<file path="config.mk">
export PLATFORM = sky130hd
export DESIGN_NAME = deadline_ordered_message_queue
export DESIGN_NICKNAME = d
export VERILOG_FILES = /design/src/dmq_pkg.sv /design/src/dmq_ctrl.sv /design/src/dmq_datapath.sv /design/src/deadline_ordered_message_queue.sv
export SDC_FILE = /design/constraint.sdc
export NUM_CORES = 1
export LEC_CHECK = 0
export BUFFER_PORTS_ARGS = -buffer_cell sky130_fd_sc_hd__buf_2
export CAP_MARGIN = 25
export CORE_AREA = 10 10 264 266
export CTS_CLUSTER_DIAMETER = 60
export DETAILED_ROUTE_END_ITERATION = 10
export DIE_AREA = 0 0 274 276
export GPL_ROUTABILITY_DRIVEN = 0
export MAX_ROUTING_LAYER = met4
export PLACE_DENSITY = 0.74
export SETUP_SLACK_MARGIN = 0.2
export SLEW_MARGIN = 20
export SYNTH_ARGS = -nofsm -noshare
export SYNTH_HDL_FRONTEND = slang
export SYNTH_SLANG_ARGS = --single-unit
</file>
<file path="constraint.sdc">
create_clock -name clock -period 9.25 [get_ports clock]
set_input_delay 1.3875 -clock clock [delete_from_list [all_inputs] [get_ports clock]]
set_output_delay 1.3875 -clock clock [all_outputs]
set_load 0.05 [all_outputs]
</file>
<file path="src/dmq_pkg.sv">
// ----------------------------------------------------------------------------
// Deadline-ordered message queue: shared types
// Payload structs, command and error codes, and the control and status
// bundles that join the controller to the datapath.
// ----------------------------------------------------------------------------
package dmq_pkg;

   typedef enum logic [1:0] {
      CMD_INSERT = 2'd0,
      CMD_REMOVE = 2'd1,
      CMD_GET    = 2'd2,
      CMD_MARK   = 2'd3
   } cmd_type;

   typedef enum logic [1:0] {
      ERR_OK     = 2'd0,
      ERR_FULL   = 2'd1,
      ERR_ABSENT = 2'd2
   } err_type;

   typedef struct packed {
      cmd_type     command;
      logic [7:0]  handle;
      logic [31:0] deadline;
      logic        queued;
   } req_type;

   typedef struct packed {
      logic        found;
      logic [7:0]  result_handle;
      err_type     error_code;
      logic [4:0]  occupancy;
   } rsp_type;

   typedef struct packed {
      logic [7:0]  handle;
      logic [31:0] deadline;
      logic        queued;
   } entry_type;

   typedef enum logic [3:0] {
      ST_IDLE,
      ST_DISPATCH,
      ST_INS_SCAN,
      ST_INS_HEAD,
      ST_REM_SEEK,
      ST_REM_SHIFT,
      ST_MARK_SEEK,
      ST_GET_SCAN,
      ST_FINISH
   } state_type;

   typedef enum logic [2:0] {
      RD_NONE,
      RD_FIRST,
      RD_NEXT,
      RD_PREV,
      RD_LAST
   } rd_op_type;

   typedef enum logic [2:0] {
      WR_NONE,
      WR_NEW_ZERO,
      WR_NEW_NEXT,
      WR_FWD,
      WR_BACK,
      WR_MARK
   } wr_op_type;

   typedef enum logic [1:0] {
      CNT_HOLD,
      CNT_INC,
      CNT_DEC
   } cnt_op_type;

   typedef enum logic [2:0] {
      RES_HOLD,
      RES_CLEAR,
      RES_FULL,
      RES_ABSENT,
      RES_FOUND
   } res_op_type;

   typedef struct packed {
      logic       latch_req;
      rd_op_type  rd_op;
      wr_op_type  wr_op;
      cnt_op_type cnt_op;
      res_op_type res_op;
      logic       publish;
   } ctl_type;

   typedef struct packed {
      cmd_type cmd;
      logic    count_zero;
      logic    count_full;
      logic    scan_empty;
      logic    idx_zero;
      logic    idx_last;
      logic    hit_handle;
      logic    hit_queued;
      logic    dl_less;
      logic    out_free;
   } sts_type;

endpackage

</file>
<file path="src/dmq_ctrl.sv">
// ----------------------------------------------------------------------------
// Deadline-ordered message queue: controller
// Sequences one command at a time over the entry memory of the datapath.
// ----------------------------------------------------------------------------
module dmq_ctrl
   import dmq_pkg::*;
(
   input  logic    clock,
   input  logic    reset,
   input  logic    req_valid,
   output logic    req_ready,
   output ctl_type ctl,
   input  sts_type sts
);

   state_type state_ff;
   state_type state_in;

   always_ff @(posedge clock) begin
      if (reset) begin
         state_ff <= ST_IDLE;
      end else begin
         state_ff <= state_in;
      end
   end

   // Next state.
   always_comb begin
      state_in = state_ff;
      case (state_ff)
         ST_IDLE: begin
            if (req_valid) state_in = ST_DISPATCH;
         end
         ST_DISPATCH: begin
            case (sts.cmd)
               CMD_INSERT: begin
                  if (sts.count_full || sts.count_zero) state_in = ST_FINISH;
                  else state_in = ST_INS_SCAN;
               end
               CMD_REMOVE: begin
                  if (sts.count_zero) state_in = ST_FINISH;
                  else state_in = ST_REM_SEEK;
               end
               CMD_MARK: begin
                  if (sts.count_zero) state_in = ST_FINISH;
                  else state_in = ST_MARK_SEEK;
               end
               CMD_GET: begin
                  if (sts.scan_empty) state_in = ST_FINISH;
                  else state_in = ST_GET_SCAN;
               end
               default: state_in = ST_FINISH;
            endcase
         end
         ST_INS_SCAN: begin
            if (!sts.dl_less) state_in = ST_FINISH;
            else if (sts.idx_zero) state_in = ST_INS_HEAD;
         end
         ST_INS_HEAD: state_in = ST_FINISH;
         ST_REM_SEEK: begin
            if (sts.idx_last) state_in = ST_FINISH;
            else if (sts.hit_handle) state_in = ST_REM_SHIFT;
         end
         ST_REM_SHIFT: begin
            if (sts.idx_last) state_in = ST_FINISH;
         end
         ST_MARK_SEEK: begin
            if (sts.hit_handle || sts.idx_last) state_in = ST_FINISH;
         end
         ST_GET_SCAN: begin
            if (sts.hit_queued || sts.idx_last) state_in = ST_FINISH;
         end
         ST_FINISH: begin
            if (sts.out_free) state_in = ST_IDLE;
         end
         default: state_in = ST_IDLE;
      endcase
   end

   // Outputs.
   always_comb begin
      req_ready     = 1'b0;
      ctl.latch_req = 1'b0;
      ctl.rd_op     = RD_NONE;
      ctl.wr_op     = WR_NONE;
      ctl.cnt_op    = CNT_HOLD;
      ctl.res_op    = RES_HOLD;
      ctl.publish   = 1'b0;
      case (state_ff)
         ST_IDLE: begin
            req_ready = 1'b1;
            if (req_valid) begin
               ctl.latch_req = 1'b1;
               ctl.res_op    = RES_CLEAR;
            end
         end
         ST_DISPATCH: begin
            case (sts.cmd)
               CMD_INSERT: begin
                  if (sts.count_full) begin
                     ctl.res_op = RES_FULL;
                  end else if (sts.count_zero) begin
                     ctl.wr_op  = WR_NEW_ZERO;
                     ctl.cnt_op = CNT_INC;
                  end else begin
                     ctl.rd_op = RD_LAST;
                  end
               end
               CMD_REMOVE, CMD_MARK: begin
                  if (sts.count_zero) ctl.res_op = RES_ABSENT;
                  else ctl.rd_op = RD_FIRST;
               end
               CMD_GET: begin
                  if (!sts.scan_empty) ctl.rd_op = RD_FIRST;
               end
               default: ctl.res_op = RES_HOLD;
            endcase
         end
         ST_INS_SCAN: begin
            if (sts.dl_less) begin
               ctl.wr_op = WR_FWD;
               if (!sts.idx_zero) ctl.rd_op = RD_PREV;
            end else begin
               ctl.wr_op  = WR_NEW_NEXT;
               ctl.cnt_op = CNT_INC;
            end
         end
         ST_INS_HEAD: begin
            ctl.wr_op  = WR_NEW_ZERO;
            ctl.cnt_op = CNT_INC;
         end
         ST_REM_SEEK: begin
            if (sts.hit_handle && sts.idx_last) ctl.cnt_op = CNT_DEC;
            else if (sts.idx_last) ctl.res_op = RES_ABSENT;
            else ctl.rd_op = RD_NEXT;
         end
         ST_REM_SHIFT: begin
            ctl.wr_op = WR_BACK;
            if (sts.idx_last) ctl.cnt_op = CNT_DEC;
            else ctl.rd_op = RD_NEXT;
         end
         ST_MARK_SEEK: begin
            if (sts.hit_handle) ctl.wr_op = WR_MARK;
            else if (sts.idx_last) ctl.res_op = RES_ABSENT;
            else ctl.rd_op = RD_NEXT;
         end
         ST_GET_SCAN: begin
            if (sts.hit_queued) ctl.res_op = RES_FOUND;
            else if (!sts.idx_last) ctl.rd_op = RD_NEXT;
         end
         ST_FINISH: begin
            ctl.publish = sts.out_free;
         end
         default: req_ready = 1'b0;
      endcase
   end

endmodule

</file>
<file path="src/dmq_datapath.sv">
// ----------------------------------------------------------------------------
// Deadline-ordered message queue: datapath
// Entry memory with one write and one registered read port, the walking
// index, the entry count and the result and output registers.
// ----------------------------------------------------------------------------
module dmq_datapath
   import dmq_pkg::*;
#(
   parameter int QUEUE_DEPTH = 16,
   parameter int SCAN_LIMIT  = 3
) (
   input  logic    clock,
   input  logic    reset,
   input  req_type req_data,
   input  logic    rsp_ready,
   output logic    rsp_valid,
   output rsp_type rsp_data,
   input  ctl_type ctl,
   output sts_type sts
);

   localparam int IW       = (QUEUE_DEPTH > 1) ? $clog2(QUEUE_DEPTH) : 1;
   localparam int CW       = $clog2(QUEUE_DEPTH + 1);
   localparam int SCAN_CAP = (SCAN_LIMIT < QUEUE_DEPTH) ? SCAN_LIMIT : QUEUE_DEPTH;

   entry_type       mem [QUEUE_DEPTH];
   req_type         req_ff;
   entry_type       rd_data_ff;
   logic [IW-1:0]   idx_ff, idx_in;
   logic [CW-1:0]   count_ff, count_in;
   logic            res_found_ff, res_found_in;
   logic [7:0]      res_handle_ff, res_handle_in;
   err_type         res_err_ff, res_err_in;
   logic            rsp_valid_ff, rsp_valid_in;
   rsp_type         rsp_ff, rsp_in;

   logic            rd_en;
   logic [IW-1:0]   rd_addr;
   logic            wr_en;
   logic [IW-1:0]   wr_addr;
   entry_type       wr_data;
   entry_type       new_entry;
   logic [CW-1:0]   scan_lim;
   logic [CW-1:0]   limit;
   logic [CW-1:0]   idx_plus;

   assign new_entry = '{handle: req_ff.handle, deadline: req_ff.deadline,
                        queued: req_ff.queued};

   // Read address: the index register always names the entry in rd_data_ff.
   always_comb begin
      rd_en   = 1'b1;
      rd_addr = idx_ff;
      case (ctl.rd_op)
         RD_NONE:  rd_en = 1'b0;
         RD_FIRST: rd_addr = '0;
         RD_NEXT:  rd_addr = idx_ff + 1'b1;
         RD_PREV:  rd_addr = idx_ff - 1'b1;
         RD_LAST:  rd_addr = IW'(count_ff - 1'b1);
         default:  rd_en = 1'b0;
      endcase
      idx_in = rd_en ? rd_addr : idx_ff;
   end

   always_comb begin
      wr_en   = 1'b1;
      wr_addr = idx_ff;
      wr_data = new_entry;
      case (ctl.wr_op)
         WR_NONE:     wr_en = 1'b0;
         WR_NEW_ZERO: wr_addr = '0;
         WR_NEW_NEXT: wr_addr = idx_ff + 1'b1;
         WR_FWD: begin
            wr_addr = idx_ff + 1'b1;
            wr_data = rd_data_ff;
         end
         WR_BACK: begin
            wr_addr = idx_ff - 1'b1;
            wr_data = rd_data_ff;
         end
         WR_MARK: begin
            wr_data        = rd_data_ff;
            wr_data.queued = req_ff.queued;
         end
         default: wr_en = 1'b0;
      endcase
   end

   always_ff @(posedge clock) begin
      if (wr_en) mem[wr_addr] <= wr_data;
   end

   always_ff @(posedge clock) begin
      if (rd_en) rd_data_ff <= mem[rd_addr];
   end

   always_comb begin
      case (ctl.cnt_op)
         CNT_INC: count_in = count_ff + 1'b1;
         CNT_DEC: count_in = count_ff - 1'b1;
         default: count_in = count_ff;
      endcase
   end

   always_comb begin
      res_found_in  = res_found_ff;
      res_handle_in = res_handle_ff;
      res_err_in    = res_err_ff;
      case (ctl.res_op)
         RES_CLEAR: begin
            res_found_in  = 1'b0;
            res_handle_in = '0;
            res_err_in    = ERR_OK;
         end
         RES_FULL:   res_err_in = ERR_FULL;
         RES_ABSENT: res_err_in = ERR_ABSENT;
         RES_FOUND: begin
            res_found_in  = 1'b1;
            res_handle_in = rd_data_ff.handle;
         end
         default: res_found_in = res_found_ff;
      endcase
   end

   // Output register: freed when the receiver takes the transfer.
   always_comb begin
      rsp_valid_in = rsp_valid_ff;
      rsp_in       = rsp_ff;
      if (ctl.publish) begin
         rsp_valid_in         = 1'b1;
         rsp_in.found         = res_found_ff;
         rsp_in.result_handle = res_handle_ff;
         rsp_in.error_code    = res_err_ff;
         rsp_in.occupancy     = 5'(count_ff);
      end else if (rsp_ready) begin
         rsp_valid_in = 1'b0;
      end
   end

   always_ff @(posedge clock) begin
      if (reset) begin
         count_ff     <= '0;
         idx_ff       <= '0;
         rsp_valid_ff <= 1'b0;
      end else begin
         count_ff     <= count_in;
         idx_ff       <= idx_in;
         rsp_valid_ff <= rsp_valid_in;
      end
   end

   always_ff @(posedge clock) begin
      if (ctl.latch_req) req_ff <= req_data;
      res_found_ff  <= res_found_in;
      res_handle_ff <= res_handle_in;
      res_err_ff    <= res_err_in;
      rsp_ff        <= rsp_in;
   end

   // Get only looks at the leading entries; the other commands may walk them all.
   assign scan_lim = (count_ff < CW'(SCAN_CAP)) ? count_ff : CW'(SCAN_CAP);
   assign limit    = (req_ff.command == CMD_GET) ? scan_lim : count_ff;
   assign idx_plus = CW'(idx_ff) + CW'(1);

   assign sts.cmd        = req_ff.command;
   assign sts.count_zero = (count_ff == '0);
   assign sts.count_full = (count_ff == CW'(QUEUE_DEPTH));
   assign sts.scan_empty = (scan_lim == '0);
   assign sts.idx_zero   = (idx_ff == '0);
   assign sts.idx_last   = (idx_plus >= limit);
   assign sts.hit_handle = (rd_data_ff.handle == req_ff.handle);
   assign sts.hit_queued = rd_data_ff.queued;
   assign sts.dl_less    = (req_ff.deadline < rd_data_ff.deadline);
   assign sts.out_free   = !rsp_valid_ff || rsp_ready;

   assign rsp_valid = rsp_valid_ff;
   assign rsp_data  = rsp_ff;

endmodule

</file>
<file path="src/deadline_ordered_message_queue.sv">
// ----------------------------------------------------------------------------
// Deadline-ordered message queue
// Earliest-deadline-first queue of message handles with insert, remove,
// get-first-queued and set-queued-mark commands.
// ----------------------------------------------------------------------------
// Usage: one command is presented on the req_ channel (valid/ready) and
// produces exactly one transfer on the rsp_ channel. Entries are kept in
// ascending deadline order; a new entry goes behind entries of equal
// deadline. Commands are handled one at a time; req_ready is high only
// while the controller is idle.
// With N entries held, a rejected insert or any command on an empty queue
// finishes without walking the entries; insert moves back each entry that
// ends up behind the new one; remove always walks all N entries; set mark
// walks up to the handle (all N when the handle is absent); get walks the
// entries up to the first queued one, at most SCAN_LIMIT. The pace is set by
// the single read and single write port of the entry memory, which the
// controller walks one entry per cycle.
// The controller is idle again once the response is loaded, even if the
// receiver has not yet taken it; a stalled receiver holds the response in
// the output register and only blocks the following command from finishing.
// Reset empties the queue at once; entry memory contents are not cleared.
// ----------------------------------------------------------------------------
module deadline_ordered_message_queue
   import dmq_pkg::*;
#(
   parameter int QUEUE_DEPTH = 16,
   parameter int SCAN_LIMIT  = 3
) (
   input  logic    clock,
   input  logic    reset,
   input  logic    req_valid,
   output logic    req_ready,
   input  req_type req_data,
   output logic    rsp_valid,
   input  logic    rsp_ready,
   output rsp_type rsp_data
);

   // Command bundle from the controller and status bundle back from the
   // datapath; these are the only links between the two.
   ctl_type ctl;
   sts_type sts;

   dmq_ctrl u_ctrl (
      .clock     (clock),
      .reset     (reset),
      .req_valid (req_valid),
      .req_ready (req_ready),
      .ctl       (ctl),
      .sts       (sts)
   );

   dmq_datapath #(
      .QUEUE_DEPTH (QUEUE_DEPTH),
      .SCAN_LIMIT  (SCAN_LIMIT)
   ) u_datapath (
      .clock     (clock),
      .reset     (reset),
      .req_data  (req_data),
      .rsp_ready (rsp_ready),
      .rsp_valid (rsp_valid),
      .rsp_data  (rsp_data),
      .ctl       (ctl),
      .sts       (sts)
   );

`ifndef SYNTH
   // A full-queue rejection must report the queue as full.
   a_full_occupancy: assert property (@(posedge clock) disable iff (reset)
      rsp_valid && rsp_data.error_code == ERR_FULL |->
         rsp_data.occupancy == 5'(QUEUE_DEPTH))
      else $error("full error reported with queue not full");

   // A found entry never comes with an error.
   a_found_ok: assert property (@(posedge clock) disable iff (reset)
      rsp_valid && rsp_data.found |-> rsp_data.error_code == ERR_OK)
      else $error("found entry reported together with an error");

   // When nothing was found the handle field must read zero.
   a_handle_zero: assert property (@(posedge clock) disable iff (reset)
      rsp_valid && !rsp_data.found |-> rsp_data.result_handle == 8'd0)
      else $error("handle returned without a found entry");

   // The queue is never modified while the controller waits for a request.
   a_idle_quiet: assert property (@(posedge clock) disable iff (reset)
      req_ready |-> ctl.wr_op == WR_NONE && ctl.cnt_op == CNT_HOLD)
      else $error("entry memory or count changed while idle");
`endif

endmodule

</file>
[Yosys cells after proc, flatten, opt, wreduce, memory -nomap -nowiden]
Memories as Yosys holds them, arrays and structs flattened. A register that Yosys moved wholly into a read port is not among the register bits.
Cells that the tools add are included.
Word-level totals
  bits in writable memories: 656
  bits of input ports: 47
  memories: 1
  output and inout bits: 18
  bits in registers: 84
Memory list
  u_datapath.mem: depth 16, bits a word 41, read ports 1, clocked after memory_dff 1, wr ports 1, line dmq_datapath.sv:26  | entry_type mem [QUEUE_DEPTH];
Operators by class
  muxes and demuxes: 64
  equality and inequality tests: 35
  magnitude comparators: 3
  reduce and logical (&&, ||, !) cells: 21
  add/sub/neg operators: 5
Operator list (number)
  one-hot mux 41 bit (2 select lines): 1
  2-to-1 mux 4 bit: 13
  one-hot mux 4 bit (9 select lines): 1
  less-than comparator 32 bit: 1
  one-hot mux 4 bit (4 select lines): 2
  one-hot mux 3 bit (5 select lines): 2
  2-to-1 mux 3 bit: 7
  2-to-1 mux 2 bit: 10
  equality test 3 x 2 -> 1 bit, second input constant: 6
  one-hot mux 3 bit (6 select lines): 1
  equality test 4 x 3 -> 1 bit, second input constant: 4
  one-hot mux 8 bit (2 select lines): 1
  2-to-1 mux 1 bit: 15
  2-to-1 mux 5 bit: 3
  equality test 3 bit, second input constant: 4
  one-hot mux 4 bit (3 select lines): 1
  logical NOT 5 bit: 2
  one-hot mux 2 bit (5 select lines): 1
  one-hot mux 5 bit (2 select lines): 1
  equality test 3 x 1 -> 1 bit, second input constant: 3
  one-hot mux 3 bit (3 select lines): 1
  equality test 4 x 2 -> 1 bit, second input constant: 2
  equality test 8 bit: 1
  logical NOT 4 bit: 2
  30 further kinds: 43

[Longest topological paths before layout]
  depth after elaboration: 10
  gate-level depth with buffers: 18

[Hierarchy]
From an unflattened synthesis, not the netlist that was laid out.
Second synthesis, totals
  cells, all modules: 1970
  area total of the unflattened synthesis: 32341.0 sq um
Modules (own cells, without submodules)
  dmq_datapath: cells each 1882, instances 1, area each 31742.9 sq um, seq. area each 23232.3 sq um
  dmq_ctrl: cells each 88, instances 1, area each 598.1 sq um, seq. area each 80.1 sq um

[Worst setup path before layout]
OpenSTA, ideal clock, no wires.
  kind: register to register
  start point: register u_datapath.count_ff[0]
  end point: memory u_datapath.mem[2][0] (netlist bit), enable pin
  stages on the path, launching flop included: 11
  path slack: 4778 ps
  path buffers: 0
  data arrival time: 4033 ps
  data required time: 8811 ps
  setup time: 439 ps
  path through: dfxtp_1 > inv_1 > ha_1 > nor3b_1 > a21oi_1 > nor4b_1 > nor3_1 > nor2_1 > a21oi_1 > or3_1 > nor2_1
On the way
  cells in the longest elaborated chain, start to end: 10
  elaborated cells on any way between the ends: 17
Ends and longest elaborated chain
  start, declared: line dmq_datapath.sv:30  | logic [CW-1:0] count_ff, count_in;
  start signal, assigned: line dmq_datapath.sv:146  | count_ff <= count_in;
  logical NOT 5 bit: line dmq_datapath.sv:166  | assign sts.count_zero = (count_ff == '0);
  2-to-1 mux 3 bit: line dmq_ctrl.sv:102  | end else if (sts.count_zero) begin
  2-to-1 mux 8 bit (*): line dmq_ctrl.sv:100  | if (sts.count_full) begin
  2-to-1 mux 5 bit (*): line dmq_ctrl.sv:98  | case (sts.cmd)
  one-hot mux 3 bit (5 select lines) (*): line dmq_ctrl.sv:89  | case (state_ff)
  equality test 3 x 1 -> 1 bit, or another cell as far along: line dmq_datapath.sv:69  | case (ctl.wr_op)
  OR reduction 5 bit (no source line)
  2-to-1 mux 1 bit: line dmq_datapath.sv:69
  2-to-1 mux 1 bit: line dmq_datapath.sv:90  | if (wr_en) mem[wr_addr] <= wr_data;
  2-to-1 mux 1 bit (not written as such): line dmq_datapath.sv:90
  end, declared: line dmq_datapath.sv:26
Mark *: on every way between the ends. The rest lies on a longest branch, timed or not.

[Final worst setup path]
  start point: register u_datapath.idx_ff[0]
  end point: register, netlist name u_datapath.rd_data_ff[10]
On the way
  cells in the longest elaborated chain, start to end: 8
  elaborated cells on any way between the ends: 20
Ends and longest elaborated chain
  start, declared: line dmq_datapath.sv:29  | logic [IW-1:0] idx_ff, idx_in;
  start signal, assigned: line dmq_datapath.sv:147  | idx_ff <= idx_in;
  adder 4 x 1 -> 5 bit: line dmq_datapath.sv:163  | assign idx_plus = CW'(idx_ff) + CW'(1);
  >= comparator 5 bit: line dmq_datapath.sv:170  | assign sts.idx_last = (idx_plus >= limit);
  2-to-1 mux 2 bit or logical AND 1 bit (tied branches)
  2-to-1 mux 2 bit, or another cell as far along: line dmq_ctrl.sv:148  | if (sts.hit_queued) ctl.res_op = RES_FOUND;
  one-hot mux 3 bit (6 select lines): line dmq_ctrl.sv:89
  equality test 3 x 1 -> 1 bit, or another cell as far along: line dmq_datapath.sv:54  | case (ctl.rd_op)
  OR reduction 4 bit (no source line)
  2-to-1 mux 1 bit: line dmq_datapath.sv:54
Several ways; a longest one is shown, not always the timed one.
A chain may end at the register's enable or synchronous reset.

==> results.py <==
metrics = {
    "clock_tree": {
        "cts_max_level": 3,
        "clock_sinks": 781,
        "holdBufCountCts": 0,
        "cts_made_buffers": 78,
        "cts_resized": 0,
        "clkTransAtPathRegs_ns": 0.06,
        "clockBufferDepth": 3,
        "insertion_delay_ns": 0.63,
        "cts-root-buf": "clkbuf_16",
        "cts_setup_buffers": 0,
        "cts_tree": "built",
    },
    "die": {
        "coreArea_um2": 64100,
        "initial_core_util_pct": 48.6,
        "die_x_um": 274,
        "die_area_um2": 75600,
        "ios": 65,
        "rows": 93,
        "die_h_um": 276,
    },
    "routing": {
        "wl_per_cell_um": 25.1,
        "drt_iter0_markers": 2275,
        "vias": 18800,
        "wirelength_um": 77200,
        "first_pass_iters": 6,
        "ant_nets": 0,
        "viasPerCell": 6.13,
        "drc_errors": 0,
    },
    "yosys": {
        "netlist-cell-type-count": 80,
        "synth_seq_cells": 781,
        "syn_nets": 2156,
        "synth_edf_count": 767,
        "ys_async_sr_fraction_pct": 0,
        "syn_area_per_cell_um2": 15.1,
        "ys_seq_area_share_pct": 74.8,
        "synth-warning-count": 0,
        "synthesis.instances": 2068,
        "syn_area_um2": 31200,
        "synth_ff_type": "edfxtp_1",
    },
    "setup_path": {
        "crit_chain": "inv_1 -> ha_1 -> ha_1 -> o21ai_0 -> o21ai_0 -> a21oi_1 -> nand3_1 -> mux2i_2 -> a31oi_4 -> buf_4 -> buf_4 -> nand3_2 -> buf_4 -> o221a_2 -> nand2_1 -> a22oi_1",
        "cp.depth": 16,
        "required_ns": 9.62,
        "crit_start": "u_datapath.idx_ff[0]",
        "cp-start-kind": "flop",
        "cp.arrival_ns": 6.06,
        "critPathMaxFanout": 80,
        "cpPeakStageDelay_ns": 0.87,
        "critPathSlowestCell": "buf_4",
        "path_delay_family": "buffers and inverters",
        "critPathMostFrequentCell": "buf_4",
        "r2r_cells": 16,
        "critical_path_class": "flop to flop",
        "crit_buf_inv": 4,
        "worst_setup_path_end_kind": "flop",
        "rr_endpoint": "u_datapath.rd_data_ff[10]",
        "reg2reg_slack_ns": 3.56,
        "crit_path_end": "u_datapath.rd_data_ff[10]",
        "r2r-start": "u_datapath.idx_ff[0]",
    },
    "sta": {
        "drv_slew": 0,
        "worstMarginPinSlew_ns": 1.06,
        "final-setup-viol-count": 0,
        "period_share_pct": 61.5,
        "rsz0062_at_grt": "no",
        "tns_ns": 0,
        "relSlewSlack_pct": 29.2,
        "hold_viol": 0,
        "fin_crit_ns": 5.69,
        "max_freq_mhz": 176,
        "whs_ns": 0.419,
        "clock-skew-final_ns": 0.0281,
    },
    "placed_design": {
        "placed_area_um2": 32600,
        "place_hpwl_um": 39700,
        "portBuffers": 64,
        "placedCellCount": 2932,
    },
    "global_route": {
        "grtUsageTotal_pct": 20.5,
        "antenna_found_initial": 0,
        "grt_pass1_wl_um": 115000,
        "grt_max_degree": 157,
        "overflow": 0,
        "grt_pass1_vias": 18500,
    },
    "layout": {
        "area_growth_pct": 13.0,
        "fin_cells": 3074,
        "num-fill-cells": 4882,
        "nNetsFinal": 2249,
        "fin_area_um2": 35200,
        "diodes": 0,
        "drive_gt1_share_pct": 14.8,
    },
    "status": {
        "status": "finished clean",
    },
    "power_and_ir_drop": {
        "ir_drop_mv": 0.123,
        "p_per_area_nw_per_um2": 231,
        "power.leakage_uw": 0.0121,
    },
    "min_path": {
        "hold_path_depth": 0,
        "min_from": "u_datapath.res_found_ff",
        "hold_class": "flop to flop",
    },
    "run": {
        "cap_violations": 0,
    },
}
synth_stat cells (all sizes together) (26+ instances only):
cell,count,area [um^2]
edfxtp,767,23000
nand2,347,1310
a21oi,114,582
nand3,62,325
buf,60,345
nor2,58,223
clkbuf,55,210
o21ai,54,270
a32oi,51,447
o221ai,50,438
inv,42,158
mux2i,42,424
ha,41,513
a22oi,26,200
o221a,26,293
sequential cells by signal (all words and copies together), names as in the netlist:
signal / cells
u_datapath.res_err_ff: 2
u_datapath.idx_ff: 4
u_datapath.new_entry: 41
u_datapath.mem: 656
u_datapath.rsp_valid: 1
u_datapath.count_ff: 5
u_datapath.rd_data_ff: 40
u_datapath.rsp_data: 16
u_datapath.res_found_ff: 1
u_datapath.sts: 3
u_datapath.res_handle_ff: 8
u_ctrl.state_ff: 4
cell families (layout without fill, tap and decap cells):
| family | after synthesis | in the layout | synth area share (%) |
|---|---|---|---|
| DFF | 781 | 781 | 74.8 |
| AOI/OAI and AO/OA | 449 | 449 | 10.7 |
| and+or+nand+nor | 564 | 564 | 8.13 |
| muxes | 61 | 61 | 2.05 |
| buffers and inverters | 157 | 308 | 2.29 |
| adders and majority gates | 41 | 41 | 1.65 |
| xor gates and xnor gates | 15 | 15 | 0.421 |
how the worst min path moves through the flow:
stage | slack, ns | endpoint
finish | 0.42 | u_datapath.rsp_data[15]
global route | 0.43 | u_datapath.rsp_data[14]
CTS | 0.42 | u_datapath.rsp_data[15]
detailed placement | 0.41 | u_datapath.rsp_data[15]
global placement | 0.41 | u_datapath.rsp_data[15]
floorplan | 0.40 | u_datapath.rsp_data[10]
worst register-to-register path, delay by kind of cell, from the launching register on:
kind / cells / cell delay [ns]
compound gates: 6 / 1.35
buf+inv: 4 / 1.93
fa+ha+maj: 2 / 0.77
simple gates: 3 / 0.49
flops: 1 / 0.64
mux: 1 / 0.26
metal layers:
metal,track usage [%],wire (um)
met5,-,0
met4,6.18,1860
met3,4.68,8370
met2,31.9,37000
met1,26.5,30000
layout make-up:
cell class	instances	area, um^2	share of cell area (%)
clock inverters	43	488	1.38
flip-flops and latches	781	23300	66.1
multi-input cells	1130	7310	20.7
inverters	42	158	0.447
clock buffers	95	2080	5.90
repair buffers	128	826	2.34
well taps	855	1070	3.04
stage by stage:
step	setup slack, ns	util [%]	total power (uW)
floorplan	4.78	-	4730
global placement	3.88	50.9	4970
detailed placement	3.72	50.9	5000
CTS	3.65	54.9	8140
global route	3.19	55.0	8370
finish	3.56	55.0	8130
cells in the final DEF (no fill, tap or decap), drive strengths merged, types with 5 or more instances in the layout:
| cell | instances |
|---|---|
| a2111oi | 8 |
| and2 | 21 |
| edfxtp | 767 |
| a211oi | 9 |
| o21ai | 54 |
| clkinv | 28 |
| o221ai | 50 |
| a32o | 8 |
| bufinv | 9 |
| clkbuf | 95 |
| o211ai | 5 |
| nor2 | 58 |
| o22a | 25 |
| a31oi | 22 |
| nand3 | 62 |
| a21oi | 114 |
| xor2 | 11 |
| and4 | 9 |
| a211o | 9 |
| inv | 47 |
| ha | 41 |
| nand2b | 7 |
| and3 | 19 |
| a32oi | 51 |
| dfxtp | 14 |
| a22oi | 26 |
| a221oi | 11 |
| nor4 | 5 |
| nor3 | 11 |
| a31o | 5 |
| mux2i | 42 |
| o2bb2ai | 8 |
| buf | 128 |
| mux2 | 19 |
| o221a | 26 |
| nand2 | 347 |
report_power, final:
group,internal [uW],switching [uW]
clock network,1860,1320
registers,4130,57.0
logic,226,531
No activity file was read; power rests on OpenSTA's default activity.
